===== config.mk =====
export PLATFORM = sky130hd
export DESIGN_NAME = obex_server_packet_parser_unit_flat
export DESIGN_NICKNAME = d
export VERILOG_FILES = /design/src/hw/rtl/opp_pkg.sv /design/src/hw/rtl/opp_rx_if.sv /design/src/hw/rtl/opp_tx_if.sv /design/src/hw/rtl/obex_server_packet_parser_unit.sv /design/src/hw/rtl/opp_front.sv /design/src/hw/rtl/opp_queue.sv /design/src/hw/rtl/opp_back.sv /design/src/flat_wrapper.sv
export SDC_FILE = /design/constraint.sdc
export NUM_CORES = 1
export LEC_CHECK = 0
export ABC_AREA = 1
export BUFFER_PORTS_ARGS = -buffer_cell sky130_fd_sc_hd__clkbuf_2
export CORE_MARGIN = 2
export CORE_UTILIZATION = 50
export DETAILED_ROUTE_END_ITERATION = 10
export PLACE_DENSITY = 0.72
export SKIP_LAST_GASP = 1
export SLEW_MARGIN = 20
export SYNTH_ARGS = -nofsm -noshare
export SYNTH_HDL_FRONTEND = slang
export SYNTH_SLANG_ARGS = --single-unit

===== constraint.sdc =====
create_clock -name clk -period 8.7 [get_ports clk]
set_input_delay 0.435 -clock clk [delete_from_list [all_inputs] [get_ports clk]]
set_output_delay 0.435 -clock clk [all_outputs]
set_load 0.005 [all_outputs]

===== src/hw/rtl/opp_pkg.sv =====
`default_nettype none

package opp_pkg;

	// parse position inside one request packet
	typedef enum logic [3:0] {
		PH_OPCODE,
		PH_LEN_HI,
		PH_LEN_LO,
		PH_VER,
		PH_FLAGS,
		PH_MAX_HI,
		PH_MAX_LO,
		PH_HDR_ID,
		PH_HLEN_HI,
		PH_HLEN_LO,
		PH_HDATA,
		PH_SKIP
	} phase_t;

	typedef enum logic [1:0] {
		SES_WAITING,
		SES_CONNECTED,
		SES_RECEIVING,
		SES_DISCONN
	} session_t;

	typedef enum logic [1:0] {
		CLS_CONNECT,
		CLS_PUT,
		CLS_DISC,
		CLS_OTHER
	} pkt_class_t;

	// response packet to send when a packet ends
	typedef enum logic [2:0] {
		RSP_NONE,
		RSP_CONNECT,
		RSP_PUT_CONT,
		RSP_PUT_OK,
		RSP_DISC
	} rsp_t;

	localparam logic [7:0]  OP_CONNECT   = 8'h80;
	localparam logic [7:0]  OP_DISC      = 8'h81;
	localparam logic [7:0]  OP_PUT       = 8'h82;
	localparam logic [7:0]  FINAL_MASK   = 8'h80;
	localparam logic [7:0]  HDR_BODY     = 8'h48;
	localparam logic [7:0]  HDR_EOB      = 8'h49;
	localparam logic [7:0]  CODE_SUCCESS = 8'hA0;
	localparam logic [7:0]  CODE_CONT    = 8'h90;
	localparam logic [7:0]  RSP_LEN_LONG = 8'h07;
	localparam logic [7:0]  RSP_LEN_SHORT = 8'h03;
	localparam logic [7:0]  BYTE_ZERO    = 8'h00;
	localparam logic [15:0] FIXED_LEN    = 16'd3;
	localparam logic [15:0] CONNECT_LEN  = 16'd7;
	localparam logic [15:0] HLEN_OVERHEAD = 16'd3;
	localparam logic [1:0]  FORM_ONE_BYTE = 2'b10;
	localparam logic [1:0]  FORM_SEQ_MAX = 2'b01;
	localparam logic [15:0] REM_ONE_BYTE = 16'd1;
	localparam logic [15:0] REM_FOUR_BYTE = 16'd4;
	localparam logic [2:0]  LAST_IDX_LONG = 3'd6;
	localparam logic [2:0]  LAST_IDX_SHORT = 3'd2;

	// one unit of work handed from the parser to the output side
	typedef struct packed {
		logic        has_body;
		logic [7:0]  body;
		rsp_t        rsp;
		logic        mal;
		session_t    session;
		logic [7:0]  version;
		logic [15:0] max_size;
	} job_t;

	function automatic pkt_class_t classify(input logic [7:0] op);
		logic [7:0] c;
		pkt_class_t r;
		c = op | FINAL_MASK;
		unique case (c)
			OP_CONNECT: r = CLS_CONNECT;
			OP_PUT:     r = CLS_PUT;
			OP_DISC:    r = CLS_DISC;
			default:    r = CLS_OTHER;
		endcase
		return r;
	endfunction

	function automatic logic [2:0] rsp_last_idx(input rsp_t rsp);
		return (rsp == RSP_CONNECT) ? LAST_IDX_LONG : LAST_IDX_SHORT;
	endfunction

	// byte idx of the response packet
	function automatic logic [7:0] rsp_byte(input rsp_t rsp, input logic [2:0] idx,
			input logic [7:0] ver, input logic [15:0] max_size);
		logic [7:0] r;
		r = BYTE_ZERO;
		if (rsp == RSP_CONNECT) begin
			case (idx)
				3'd0:    r = CODE_SUCCESS;
				3'd1:    r = BYTE_ZERO;
				3'd2:    r = RSP_LEN_LONG;
				3'd3:    r = ver;
				3'd4:    r = BYTE_ZERO;
				3'd5:    r = max_size[15:8];
				default: r = max_size[7:0];
			endcase
		end else begin
			case (idx)
				3'd0:    r = (rsp == RSP_PUT_CONT) ? CODE_CONT : CODE_SUCCESS;
				3'd1:    r = BYTE_ZERO;
				default: r = RSP_LEN_SHORT;
			endcase
		end
		return r;
	endfunction

endpackage

`default_nettype wire


===== src/hw/rtl/opp_rx_if.sv =====
`default_nettype none

interface opp_rx_if;
	logic       valid;
	logic       ready;
	logic [7:0] in_byte;

	modport source (output valid, output in_byte, input ready);
	modport sink (input valid, input in_byte, output ready);
endinterface

`default_nettype wire


===== src/hw/rtl/opp_tx_if.sv =====
`default_nettype none

interface opp_tx_if;
	logic       valid;
	logic       ready;
	logic       out_kind;
	logic [7:0] out_byte;
	logic       run_last;
	logic [1:0] session;
	logic       malformed;

	modport source (output valid, output out_kind, output out_byte, output run_last,
		output session, output malformed, input ready);
	modport sink (input valid, input out_kind, input out_byte, input run_last,
		input session, input malformed, output ready);
endinterface

`default_nettype wire


===== src/hw/rtl/obex_server_packet_parser_unit.sv =====
`default_nettype none

// OBEX server request parser. The rx channel takes one client byte per cycle
// whenever the job queue between parser and output side has room; each byte
// can give zero to eight tx beats (a body payload byte, then a 3-byte or
// 7-byte response when a packet ends), sent at one beat per cycle while the
// tx port is ready. The tx port therefore sets the sustained rate whenever
// the bytes give more beats than the rx side delivers, with the QueueDepth-entry
// queue absorbing bursts. A byte's job is written into the queue when the
// byte is taken, then loaded into the job register, and its first beat then
// goes into the output register. Every beat of one byte carries the session state after
// that byte; after a disconnect all input is taken and dropped.
module obex_server_packet_parser_unit #(
	parameter int QueueDepth = 4
) (
	input  wire       clk,
	input  wire       arst_n,
	opp_rx_if.sink    rx,
	opp_tx_if.source  tx
);
	import opp_pkg::*;

	logic fj_valid;
	logic fj_ready;
	job_t fj_data;
	logic bj_valid;
	logic bj_ready;
	job_t bj_data;

	// parser
	opp_front u_front (
		.clk       (clk),
		.arst_n    (arst_n),
		.rx        (rx),
		.job_valid (fj_valid),
		.job_ready (fj_ready),
		.job       (fj_data)
	);

	// job queue
	opp_queue #(
		.Depth (QueueDepth)
	) u_queue (
		.clk        (clk),
		.arst_n     (arst_n),
		.push_valid (fj_valid),
		.push_ready (fj_ready),
		.push_data  (fj_data),
		.pop_valid  (bj_valid),
		.pop_ready  (bj_ready),
		.pop_data   (bj_data)
	);

	// beat generator
	opp_back u_back (
		.clk       (clk),
		.arst_n    (arst_n),
		.job_valid (bj_valid),
		.job_ready (bj_ready),
		.job       (bj_data),
		.tx        (tx)
	);

endmodule

`default_nettype wire


===== src/hw/rtl/opp_front.sv =====
`default_nettype none

module opp_front (
	input  wire            clk,
	input  wire            arst_n,
	opp_rx_if.sink         rx,
	output logic           job_valid,
	input  wire            job_ready,
	output opp_pkg::job_t  job
);
	import opp_pkg::*;

	phase_t      phase_q, phase_n;
	session_t    session_q, session_n;
	logic [7:0]  opcode_q, opcode_n;
	logic [15:0] plen_q, plen_n;
	logic [15:0] bcnt_q, bcnt_n;
	logic [7:0]  hcode_q, hcode_n;
	logic [15:0] hrem_q, hrem_n;
	logic [7:0]  lhi_q, lhi_n;
	logic [7:0]  ver_q, ver_n;
	logic [15:0] max_q, max_n;

	logic        step;
	logic [7:0]  b;
	logic [15:0] bcnt_inc;
	logic [15:0] len_full;
	logic [15:0] rem_dec;
	pkt_class_t  cls;
	logic        emit_body;
	logic        fin;
	logic        mal;
	rsp_t        rsp;

	// bytes are taken whenever the queue has room; disconnected drops them
	assign rx.ready = job_ready;
	assign step     = rx.valid && job_ready && (session_q != SES_DISCONN);
	assign b        = rx.in_byte;
	assign bcnt_inc = bcnt_q + 16'd1;
	assign len_full = {lhi_q, b};
	assign cls      = classify(opcode_q);
	assign rem_dec  = (hrem_q != 16'd0) ? (hrem_q - 16'd1) : 16'd0;

	// packet parser next state
	always_comb begin
		phase_n   = phase_q;
		session_n = session_q;
		opcode_n  = opcode_q;
		plen_n    = plen_q;
		bcnt_n    = bcnt_q;
		hcode_n   = hcode_q;
		hrem_n    = hrem_q;
		lhi_n     = lhi_q;
		ver_n     = ver_q;
		max_n     = max_q;
		emit_body = 1'b0;
		fin       = 1'b0;
		mal       = 1'b0;
		rsp       = RSP_NONE;
		unique case (phase_q)
			PH_OPCODE: begin
				opcode_n = b;
				bcnt_n   = 16'd1;
				phase_n  = PH_LEN_HI;
			end
			PH_LEN_HI: begin
				lhi_n   = b;
				bcnt_n  = 16'd2;
				phase_n = PH_LEN_LO;
			end
			PH_LEN_LO: begin
				plen_n = len_full;
				bcnt_n = FIXED_LEN;
				if (cls == CLS_CONNECT) begin
					phase_n = PH_VER;
				end else if (cls == CLS_OTHER) begin
					phase_n = (FIXED_LEN >= len_full) ? PH_OPCODE : PH_SKIP;
				end else if (FIXED_LEN >= len_full) begin
					fin = 1'b1;
				end else begin
					phase_n = PH_HDR_ID;
				end
			end
			PH_VER: begin
				ver_n   = b;
				bcnt_n  = 16'd4;
				phase_n = PH_FLAGS;
			end
			PH_FLAGS: begin
				bcnt_n  = 16'd5;
				phase_n = PH_MAX_HI;
			end
			PH_MAX_HI: begin
				max_n   = {b, BYTE_ZERO};
				bcnt_n  = 16'd6;
				phase_n = PH_MAX_LO;
			end
			PH_MAX_LO: begin
				max_n  = {max_q[15:8], b};
				bcnt_n = CONNECT_LEN;
				if (CONNECT_LEN >= plen_q) begin
					fin = 1'b1;
				end else begin
					phase_n = PH_HDR_ID;
				end
			end
			PH_SKIP: begin
				bcnt_n = bcnt_inc;
				if (bcnt_inc >= plen_q) begin
					phase_n = PH_OPCODE;
				end
			end
			PH_HDR_ID, PH_HLEN_HI, PH_HLEN_LO, PH_HDATA: begin
				bcnt_n = bcnt_inc;
				if (phase_q == PH_HDR_ID) begin
					hcode_n = b;
					if (b == HDR_BODY || b == HDR_EOB || b[7:6] <= FORM_SEQ_MAX) begin
						phase_n = PH_HLEN_HI;
					end else begin
						hrem_n  = (b[7:6] == FORM_ONE_BYTE) ? REM_ONE_BYTE : REM_FOUR_BYTE;
						phase_n = PH_HDATA;
					end
				end else if (phase_q == PH_HLEN_HI) begin
					lhi_n   = b;
					phase_n = PH_HLEN_LO;
				end else if (phase_q == PH_HLEN_LO) begin
					hrem_n  = (len_full >= HLEN_OVERHEAD) ? (len_full - HLEN_OVERHEAD) : 16'd0;
					phase_n = (len_full > HLEN_OVERHEAD) ? PH_HDATA : PH_HDR_ID;
				end else begin
					emit_body = (hcode_q == HDR_BODY) || (hcode_q == HDR_EOB);
					hrem_n    = rem_dec;
					if (rem_dec == 16'd0) begin
						phase_n = PH_HDR_ID;
					end
				end
				// packet length reached: inside a header means overrun
				if (bcnt_inc >= plen_q) begin
					fin = 1'b1;
					mal = (phase_n != PH_HDR_ID);
				end
			end
			default: begin
				phase_n = PH_OPCODE;
			end
		endcase
		// end of packet: pick the response and move the session
		if (fin) begin
			phase_n = PH_OPCODE;
			case (cls)
				CLS_CONNECT: begin
					rsp       = RSP_CONNECT;
					session_n = SES_CONNECTED;
				end
				CLS_PUT: begin
					rsp       = opcode_q[7] ? RSP_PUT_OK : RSP_PUT_CONT;
					session_n = opcode_q[7] ? SES_CONNECTED : SES_RECEIVING;
				end
				CLS_DISC: begin
					rsp       = RSP_DISC;
					session_n = SES_DISCONN;
				end
				default: begin
					rsp = RSP_NONE;
				end
			endcase
		end
	end

	// job toward the output side
	assign job_valid    = step && (emit_body || (rsp != RSP_NONE));
	assign job.has_body = emit_body;
	assign job.body     = b;
	assign job.rsp      = rsp;
	assign job.mal      = mal;
	assign job.session  = session_n;
	assign job.version  = ver_n;
	assign job.max_size = max_n;

	// parser state
	always_ff @(posedge clk or negedge arst_n) begin
		if (!arst_n) begin
			phase_q   <= PH_OPCODE;
			session_q <= SES_WAITING;
			opcode_q  <= '0;
			plen_q    <= '0;
			bcnt_q    <= '0;
			hcode_q   <= '0;
			hrem_q    <= '0;
			lhi_q     <= '0;
			ver_q     <= '0;
			max_q     <= '0;
		end else if (step) begin
			phase_q   <= phase_n;
			session_q <= session_n;
			opcode_q  <= opcode_n;
			plen_q    <= plen_n;
			bcnt_q    <= bcnt_n;
			hcode_q   <= hcode_n;
			hrem_q    <= hrem_n;
			lhi_q     <= lhi_n;
			ver_q     <= ver_n;
			max_q     <= max_n;
		end
	end

endmodule

`default_nettype wire


===== src/hw/rtl/opp_queue.sv =====
`default_nettype none

module opp_queue #(
	parameter int Depth = 4
) (
	input  wire            clk,
	input  wire            arst_n,
	input  wire            push_valid,
	output logic           push_ready,
	input  opp_pkg::job_t  push_data,
	output logic           pop_valid,
	input  wire            pop_ready,
	output opp_pkg::job_t  pop_data
);
	import opp_pkg::*;

	localparam int PtrW = (Depth > 1) ? $clog2(Depth) : 1;
	localparam int CntW = $clog2(Depth + 1);
	localparam logic [PtrW-1:0] LastPtr = PtrW'(Depth - 1);
	localparam logic [CntW-1:0] FullCnt = CntW'(Depth);

	job_t            mem_q [Depth];
	logic [PtrW-1:0] wr_ptr_q;
	logic [PtrW-1:0] rd_ptr_q;
	logic [CntW-1:0] count_q;
	logic            do_push;
	logic            do_pop;

	assign push_ready = (count_q != FullCnt);
	assign pop_valid  = (count_q != '0);
	assign pop_data   = mem_q[rd_ptr_q];
	assign do_push    = push_valid && push_ready;
	assign do_pop     = pop_valid && pop_ready;

	// storage
	always_ff @(posedge clk) begin
		if (do_push) begin
			mem_q[wr_ptr_q] <= push_data;
		end
	end

	// pointers and fill count
	always_ff @(posedge clk or negedge arst_n) begin
		if (!arst_n) begin
			wr_ptr_q <= '0;
			rd_ptr_q <= '0;
			count_q  <= '0;
		end else begin
			if (do_push) begin
				wr_ptr_q <= (wr_ptr_q == LastPtr) ? '0 : wr_ptr_q + 1'b1;
			end
			if (do_pop) begin
				rd_ptr_q <= (rd_ptr_q == LastPtr) ? '0 : rd_ptr_q + 1'b1;
			end
			if (do_push && !do_pop) begin
				count_q <= count_q + 1'b1;
			end else if (do_pop && !do_push) begin
				count_q <= count_q - 1'b1;
			end
		end
	end

endmodule

`default_nettype wire


===== src/hw/rtl/opp_back.sv =====
`default_nettype none

module opp_back (
	input  wire            clk,
	input  wire            arst_n,
	input  wire            job_valid,
	output logic           job_ready,
	input  opp_pkg::job_t  job,
	opp_tx_if.source       tx
);
	import opp_pkg::*;

	job_t       job_q;
	logic       busy_q;
	logic       body_pend_q;
	logic [2:0] idx_q;

	logic       tx_valid_q;
	logic       kind_q;
	logic [7:0] byte_q;
	logic       last_q;
	logic [1:0] session_q;
	logic       mal_q;

	logic       beat_kind;
	logic [7:0] beat_byte;
	logic       beat_last;
	logic       beat_mal;
	logic       job_done;
	logic       advance;

	// next beat of the current job: body byte first, then response bytes
	always_comb begin
		if (body_pend_q) begin
			beat_kind = 1'b0;
			beat_byte = job_q.body;
			beat_last = 1'b1;
			beat_mal  = 1'b0;
			job_done  = (job_q.rsp == RSP_NONE);
		end else begin
			beat_kind = 1'b1;
			beat_byte = rsp_byte(job_q.rsp, idx_q, job_q.version, job_q.max_size);
			beat_last = (idx_q == rsp_last_idx(job_q.rsp));
			beat_mal  = job_q.mal;
			job_done  = beat_last;
		end
	end

	assign advance   = busy_q && (!tx_valid_q || tx.ready);
	assign job_ready = !busy_q || (advance && job_done);

	// job register and beat sequencing
	always_ff @(posedge clk or negedge arst_n) begin
		if (!arst_n) begin
			busy_q      <= 1'b0;
			body_pend_q <= 1'b0;
			idx_q       <= '0;
		end else begin
			if (advance) begin
				if (body_pend_q) begin
					body_pend_q <= 1'b0;
				end else begin
					idx_q <= idx_q + 3'd1;
				end
				if (job_done) begin
					busy_q <= 1'b0;
				end
			end
			if (job_valid && job_ready) begin
				busy_q      <= 1'b1;
				body_pend_q <= job.has_body;
				idx_q       <= '0;
			end
		end
	end

	always_ff @(posedge clk) begin
		if (job_valid && job_ready) begin
			job_q <= job;
		end
	end

	// output register
	always_ff @(posedge clk or negedge arst_n) begin
		if (!arst_n) begin
			tx_valid_q <= 1'b0;
		end else if (advance) begin
			tx_valid_q <= 1'b1;
		end else if (tx.ready) begin
			tx_valid_q <= 1'b0;
		end
	end

	always_ff @(posedge clk) begin
		if (advance) begin
			kind_q    <= beat_kind;
			byte_q    <= beat_byte;
			last_q    <= beat_last;
			session_q <= job_q.session;
			mal_q     <= beat_mal;
		end
	end

	assign tx.valid     = tx_valid_q;
	assign tx.out_kind  = kind_q;
	assign tx.out_byte  = byte_q;
	assign tx.run_last  = last_q;
	assign tx.session   = session_q;
	assign tx.malformed = mal_q;

endmodule

`default_nettype wire


===== src/flat_wrapper.sv =====
// flat-port wrapper written by rule: the top's interface ports become plain ports
module obex_server_packet_parser_unit_flat import opp_pkg::*;
#(
	parameter int QueueDepth = 4
)
  (clk, arst_n, rx_valid, rx_in_byte, rx_ready, tx_valid, tx_out_kind, tx_out_byte, tx_run_last, tx_session, tx_malformed, tx_ready);
  opp_rx_if rx_i ();
  opp_tx_if tx_i ();
  input  wire clk;
  input  wire arst_n;
  input wire logic [$bits(rx_i.valid)-1:0] rx_valid;
  input wire logic [$bits(rx_i.in_byte)-1:0] rx_in_byte;
  output wire logic [$bits(rx_i.ready)-1:0] rx_ready;
  output wire logic [$bits(tx_i.valid)-1:0] tx_valid;
  output wire logic [$bits(tx_i.out_kind)-1:0] tx_out_kind;
  output wire logic [$bits(tx_i.out_byte)-1:0] tx_out_byte;
  output wire logic [$bits(tx_i.run_last)-1:0] tx_run_last;
  output wire logic [$bits(tx_i.session)-1:0] tx_session;
  output wire logic [$bits(tx_i.malformed)-1:0] tx_malformed;
  input wire logic [$bits(tx_i.ready)-1:0] tx_ready;
  assign rx_i.valid = rx_valid;
  assign rx_i.in_byte = rx_in_byte;
  assign rx_ready = rx_i.ready;
  assign tx_valid = tx_i.valid;
  assign tx_out_kind = tx_i.out_kind;
  assign tx_out_byte = tx_i.out_byte;
  assign tx_run_last = tx_i.run_last;
  assign tx_session = tx_i.session;
  assign tx_malformed = tx_i.malformed;
  assign tx_i.ready = tx_ready;
  obex_server_packet_parser_unit #(.QueueDepth(QueueDepth)) u_core (.clk(clk), .arst_n(arst_n), .rx(rx_i), .tx(tx_i));
endmodule

== Word level (Yosys, flattened, before mapping) ==
Memories as Yosys holds them, arrays and structs flattened.
Index checks and enable logic that the tools add are counted.
Widths: inputs -> output; s select.

* $add $sub $neg: 8
* $lt $le $gt $ge: 6
* Equal/unequal tests: 42
* Mux-type cells: 71
* Reduce and logical (&&, ||, !) cells: 46

{| class="wikitable"
|+ Operator list
! operator !! count
|-
| $pmux 16 s8 || 1
|-
| $mux 16 || 6
|-
| $mux 4 || 13
|-
| $mux 8 || 5
|-
| $pmux 8 s5 || 1
|-
| $pmux 4 s9 || 1
|-
| $eq 8x7->1 const B || 4
|-
| $pmux 16 s2 || 1
|-
| $pmux 8 s2 || 2
|-
| $mux 3 || 8
|-
| $mux 1 || 23
|-
| $add 16x1->16 const B || 1
|-
| $eq 4x3->1 const B || 4
|-
| $eq 4x4->1 const B || 4
|-
| $ge 16x16->1 || 1
|-
| $ge 16x2->1 const B || 1
|-
| $ge 2x16->1 const A || 1
|-
| $ge 3x16->1 const A || 1
|-
| $gt 16x2->1 const B || 1
|-
| $logic_not 16->1 || 1
|-
| $reduce_bool 16->1 || 1
|-
| $sub 16x1->16 const B || 1
|-
| $sub 16x2->16 const B || 1
|-
| $pmux 2 s3 || 2
|-
| other kinds (39) || 88
|}

* Register bits: 166
* Bits in writable memories: 156
* Input port bits: 12
* Output and inout port bits: 15
* Logic and storage cells: 202
* Memories kept: 1

{| class="wikitable"
|+ Memory list
! memory !! words !! width !! rd ports !! clocked after memory_dff !! write ports !! RTL line !! text
|-
| u_core.u_queue.mem_q || 4 || 39 || 1 || 0 || 1 || opp_queue.sv:22 || <nowiki>job_t mem_q [Depth];</nowiki>
|}

== Logic depth before layout (Yosys ltp) ==
* Depth in word-level cells: 15
* Gate-level depth with buffers: 29
* Mapped depth without buffers: 29

== Hierarchy ==
A second synthesis with hierarchy kept.

* Cell total of the unflattened synthesis: 1586
* Area, all modules: 15522.4 um^2

{| class="wikitable"
|+ By module, submodules not included
! module !! instances !! cells each !! area each (um^2) !! seq. area each (um^2)
|-
| opp_queue || 1 || 515 || 6754.0 || 4859.7
|-
| opp_front || 1 || 894 || 6480.0 || 2552.4
|-
| opp_back || 1 || 177 || 2288.4 || 1681.6
|}

== Worst setup path after synthesis ==
OpenSTA, ideal clock, no wires.

* Path kind: register to register
* Start point: reg u_core.u_front.bcnt_q[2]
* End point: mem u_core.u_queue.mem_q[0][0] in the netlist's numbering, enable pin
* Arrival: 4.355 ns
* Data required time: 8.265 ns
* Path slack: 3.910 ns
* Cell stages (with the launch flop): 23
* Path buffers: 0
* Period minus slack after synthesis: 4.790 ns
* Path through: dfrtp_1 -> inv_2 -> nor3_4 -> nand3_2 -> nor3_2 -> nand3_2 -> nor3_4 -> nand3_2 -> o21ai_1 -> nand2_1 -> ha_1 -> nand2_1 -> inv_1 -> nand3_1 -> nor3_1 -> nand2_1 -> nand3_1 -> nand2_1 -> nand2_2 -> o31ai_1 -> nand2_1 -> nand2_2 -> nor2_1

* Cells in the longest elaborated chain, start to end: 11

{| class="wikitable"
|+ Ends and longest elaborated chain
! element !! RTL line !! text
|-
| from (decl) || opp_front.sv:17 || <nowiki>logic [15:0] bcnt_q, bcnt_n;</nowiki>
|-
| from (signal assigned) || opp_front.sv:197 || <nowiki>bcnt_q <= bcnt_n;</nowiki>
|-
| $add 16x1->16 || opp_front.sv:39 || <nowiki>assign bcnt_inc = bcnt_q + 16'd1;</nowiki>
|-
| $ge 16x16->1 || opp_front.sv:137 || <nowiki>if (bcnt_inc >= plen_q) begin</nowiki>
|-
| $mux 1 || opp_front.sv:137 ||
|-
| $pmux 1 s3 || opp_front.sv:60 || <nowiki>unique case (phase_q)</nowiki>
|-
| $mux 3 || opp_front.sv:147 || <nowiki>if (fin) begin</nowiki>
|-
| $reduce_bool 3->1 || opp_front.sv:170 || <nowiki>assign job_valid = step && (emit_body || (rsp != RSP_NONE));</nowiki>
|-
| $logic_or 1x1->1 || opp_front.sv:170 ||
|-
| $logic_and 1x1->1 || opp_front.sv:170 ||
|-
| $logic_and 1x1->1 || opp_queue.sv:32 || <nowiki>assign do_push = push_valid && push_ready;</nowiki>
|-
| $mux 1 || opp_queue.sv:37 || <nowiki>if (do_push) begin</nowiki>
|-
| $mux 1 (implied by the code) || opp_queue.sv:38 || <nowiki>mem_q[wr_ptr_q] <= push_data;</nowiki>
|-
| to (decl) || opp_queue.sv:22 ||
|}

No other way between the ends.

== Final worst setup path ==
* Start point: reg u_core.u_front.bcnt_q[0]
* End point: reg u_core.u_queue.count_q[1]

* Cells in the longest elaborated chain, start to end: 12
* Elaborated cells on any way between the ends: 14
* Classes of those cells: 1 x add/sub; 1 x order compare; 4 x mux; 8 x reduce/logical

{| class="wikitable"
|+ Ends and longest elaborated chain
! element !! RTL line !! text
|-
| $add 16x1->16 * || opp_front.sv:39 ||
|-
| $ge 16x16->1 * || opp_front.sv:137 ||
|-
| $mux 1 * || opp_front.sv:137 ||
|-
| $pmux 1 s3 * || opp_front.sv:60 ||
|-
| $mux 3 * || opp_front.sv:147 ||
|-
| $reduce_bool 3->1 * || opp_front.sv:170 ||
|-
| $logic_or 1x1->1 * || opp_front.sv:170 ||
|-
| $logic_and 1x1->1 * || opp_front.sv:170 ||
|-
| $logic_and 1x1->1 * || opp_queue.sv:32 ||
|-
| named net u_core.u_queue.do_push || opp_queue.sv:26 || <nowiki>logic do_push;</nowiki>
|-
| $logic_not 1->1 || opp_queue.sv:57 || <nowiki>end else if (do_pop && !do_push) begin</nowiki>
|-
| $logic_and 1x1->1 || opp_queue.sv:57 ||
|-
| $reduce_bool 2->1 (no line) || -- ||
|-
| to (signal assigned) || opp_queue.sv:56 || <nowiki>count_q <= count_q + 1'b1;</nowiki>
|-
| to (signal assigned) || opp_queue.sv:58 || <nowiki>count_q <= count_q - 1'b1;</nowiki>
|-
| to (decl) || opp_queue.sv:25 || <nowiki>logic [CntW-1:0] count_q;</nowiki>
|}

Mark *: on every way through the listed nets, which the timed path passes. The rest lies on a longest branch.
A chain may end at the register's enable or synchronous reset.

==> impl_metrics.csv <==
group,metric,value,unit
status,status,"finished, violations left",
status,violations,"hold timing",
place,portBuffers,26,
timing,setup_viol,0,
final_layout,final_area,16500,um2
job,max_cap_violations,0,
cts,cts_buffers,34,
critical_path,r2r_slack,4260,ps
cts,clock_path_buffers,3,
global_routing,grtUsageTotal,0.218,
synthesis,async_flop_share,0.357,
timing,slew_headroom,0.343,
die,start_util,0.504,
die,row_count,63,
synthesis,synthCells,1461,
drt,via_per_inst,5.52,
pwr,p_comb_frac,0.308,
timing,hold_viol,8,
pwr,p_leak,6.67,nW
critical_path,r2r-start,"u_core.u_front.bcnt_q[0]$_DFFE_PN0P_",
pwr,switching_share,0.364,
global_routing,grt_pass1_vias,10300,
synthesis,synthesis.area,14800,um2
critical_path,cp_top_family,"simple AND/OR/NAND/NOR gates",
timing,rsz0062_at_grt,"false",
timing,fmax,225,MHz
global_routing,grt_pass1_wl,53200,um
synthesis,yosysWarningCount,0,
cts,clkLatencyLatePin,530,ps
critical_path,worst_path_most_repeated_cell,"nand3_1",
pwr,power_per_cell_area,318,nW/um2
cts,htreeDepth,2,
critical_path,cp_data_required_time,9100,ps
global_routing,antenna_found_initial,0,
critical_path,cp_slowest_cell,"fa_1",
synthesis,synth_area_per_cell,10.1,um2
global_routing,grt_max_degree,82,
pwr,clkPwrFrac,0.269,
timing,timing.final.max_slew_violations,0,
final_layout,nets,1538,
critical_path,cpPeakStageDelay,420,ps
synthesis,synth.area.top_cells,"edfxtp_1 (42%), dfrtp_1 (19%), o21ai_0 (6.5%)",
place,dpl.hpwl,21800,um
synthesis,synth-edff-count,207,
drt,drt_iter0_drc,928,
pwr,vdd_drop_max,216,uV
final_layout,drive_gt1_frac,0.0953,
final_layout,multi_input_area,4960,um2
die,pin_count,27,
synthesis,synth_seq_cells,322,
cts,post_cts_resized,0,
die,die_x,176,um
drt,drt-wirelength-per-cell,17.2,um
drt,drc,0,
critical_path,start_kind,"flop",
synthesis,yosysMostFrequentCell,"nand2_1",
timing,fin_crit,4440,ps
cts,ctsHoldBuffers,0,
synthesis,syn_nets,1514,
pwr,p_sw,1.91,mW
critical_path,critical_path_depth,25,
pwr,p_int,3.33,mW
drt,drtAntennaViolNets,0,
synthesis,yosysSeqAreaShare,0.614,
critical_path,ff2ff_path_depth,25,
timing,timing.hold.ws,-16.6,ps
cts,cts_tree,"done",
final_layout,diodes,0,
place,place_ws,4310,ps
cts,clock-sinks,322,
pwr,p_seq_frac,0.424,
drt,drt_wl_total,32700,um
timing,fin_skew,17.5,ps
critical_path,reg2reg_to,"u_core.u_queue.count_q[1]$_DFFE_PN0P_",
timing,worstMarginPinSlew,985,ps
critical_path,path_buf_inv,4,
final_layout,regArea,9090,um2
die,chipHeight,176,um
place,gp_congestion,0.969,
critical_path,cp_max_fo,8,
global_routing,overflow,0,
timing,finalSetupTns,0,ps
synthesis,synth.distinct_cells,49,
synthesis,synth_area_leader_cell,"edfxtp_1",
timing,setup_ws,4260,ps
cts,root_buffer,"clkbuf_16",
cts,clk_pin_slew,60,ps
critical_path,criticalPathCategory,"reg -> reg",
final_layout,areaGrowthSynthToFinish,11.2,%
critical_path,crit_path_end_kind,"flop",
final_layout,fill_cells,2477,
synthesis,netlist_top_cells_count,"nand2_1 (246), edfxtp_1 (207), o21ai_0 (191)",
critical_path,startpoint,"u_core.u_front.bcnt_q[0]$_DFFE_PN0P_",
synthesis,synth_top_area_frac,0.420,
place,placed_cell_area,15400,um2
cts,post_cts_buffers,0,
synthesis,ys.flop_type,"edfxtp_1",
die,core_area,29400,um2
critical_path,cp.arrival,4840,ps
die,die-area,31000,um2
drt,dr.pass1.iters,5,
min_path,worstHoldPathType,"in -> async",
drt,vias,10500,
critical_path,cp-endpoint,"u_core.u_queue.count_q[1]$_DFFE_PN0P_",
timing,fin_crit_sh,0.510,
[worst min path at each step]
| stage | endpoint | slack, ps | depth (start not counted) |
|---|---|---|---|
| CTS | u_core.u_back.busy_q$_DFFE_PN0P_ | 10 | 1 |
| floorplan | u_core.u_back.body_pend_q$_DFFE_PN0P_ | 140 | 0 |
| detailed placement | u_core.u_back.tx.session[0]$_DFFE_PP_ | 400 | 0 |
| global route | u_core.u_back.tx.valid$_DFFE_PN0P_ | 60 | 1 |
| finish | u_core.u_back.busy_q$_DFFE_PN0P_ | -20 | 1 |
| global placement | u_core.u_back.tx.session[0]$_DFFE_PP_ | 400 | 0 |
[layout make-up]
class | instances | area share
Multi-Input combinational cell | 931 | 0.302
Clock inverter | 24 | 0.0137
Clock buffer | 38 | 0.0532
Sequential cell | 322 | 0.553
Tap cell | 390 | 0.0296
Inverter | 159 | 0.0363
Timing Repair Buffer | 37 | 0.0131
[cells in the final DEF (no fill, tap or decap), types with 4 or more instances in the layout]
cell        Yosys  routed
nand3_2         5       5
nor2_4          6      11
o22ai_1        65      65
nor3_2          5       5
clkbuf_2        0      25
nand3_1        44      44
nor4_1          6       6
o21ai_1         6       6
inv_1         152     151
xor2_1         28      28
clkinv_1        1       7
ha_1           40      40
o32ai_1         4       4
nand2_1       246     246
clkinvlp_4      0       5
nand4_1        10      10
edfxtp_1      207     207
nor3_1         15      15
clkbuf_16       0      34
nor2_2         10      11
clkinv_2        0       7
a31oi_1         4       4
nor2_1        167     161
o21ai_0       191     191
a221oi_1        5       5
nand2_2         4       4
a21oi_1        40      40
buf_4           1      12
dfrtp_1       115     114
inv_2           6       7
[flip-flops by register name, summed over array words and instances, names as in the netlist, 4 cells and up]
| signal | flops |
|---|---|
| u_core.u_queue.mem_q | 156 |
| u_core.u_back.job_q | 38 |
| u_core.u_front.bcnt_q | 16 |
| u_core.u_front.hrem_q | 16 |
| u_core.u_front.max_q | 16 |
| u_core.u_front.plen_q | 16 |
| u_core.u_back.tx.out_byte | 8 |
| u_core.u_front.hcode_q | 8 |
| u_core.u_front.lhi_q | 8 |
| u_core.u_front.opcode_q | 8 |
| u_core.u_front.ver_q | 8 |
| u_core.u_front.phase_q | 4 |
[kinds of logic after synthesis]
group | share of synthesized area
fa+ha+maj | 0.0351
simple gates | 0.154
mux | 0.000760
flops | 0.614
buf+inv | 0.0535
compound gates | 0.124
xor+xnor | 0.0177
[per-stage QoR]
stage           util  std cells  power [mW]
6_report       0.560       1901        5.24
3_5_place_dp   0.522       1839        3.84
3_3_place_gp   0.522       1839        3.79
5_1_grt        0.560       1901        5.59
4_1_cts        0.560       1901        5.25
2_1_floorplan      -       1461        3.36
[power groups by stage]
stage | sequential, mW | clock [mW] | combinational [mW]
3_5_place_dp | 2.25 | 0 | 1.59
3_3_place_gp | 2.24 | 0 | 1.55
6_report | 2.22 | 1.41 | 1.61
4_1_cts | 2.22 | 1.43 | 1.60
2_1_floorplan | 2.19 | 0 | 1.17
5_1_grt | 2.25 | 1.49 | 1.85
[layer usage]
| layer | vias up | global-route usage | part of all wire |
|---|---|---|---|
| li1 | 5063 | - | - |
| met1 | 5031 | 0.293 | 0.43 |
| met2 | 333 | 0.371 | 0.48 |
| met3 | 68 | 0.0291 | 0.057 |
| met4 | 0 | 0.0678 | 0.027 |
| met5 | - | 0 | 0 |
Note: power is estimated with default switching activity, not from simulation.
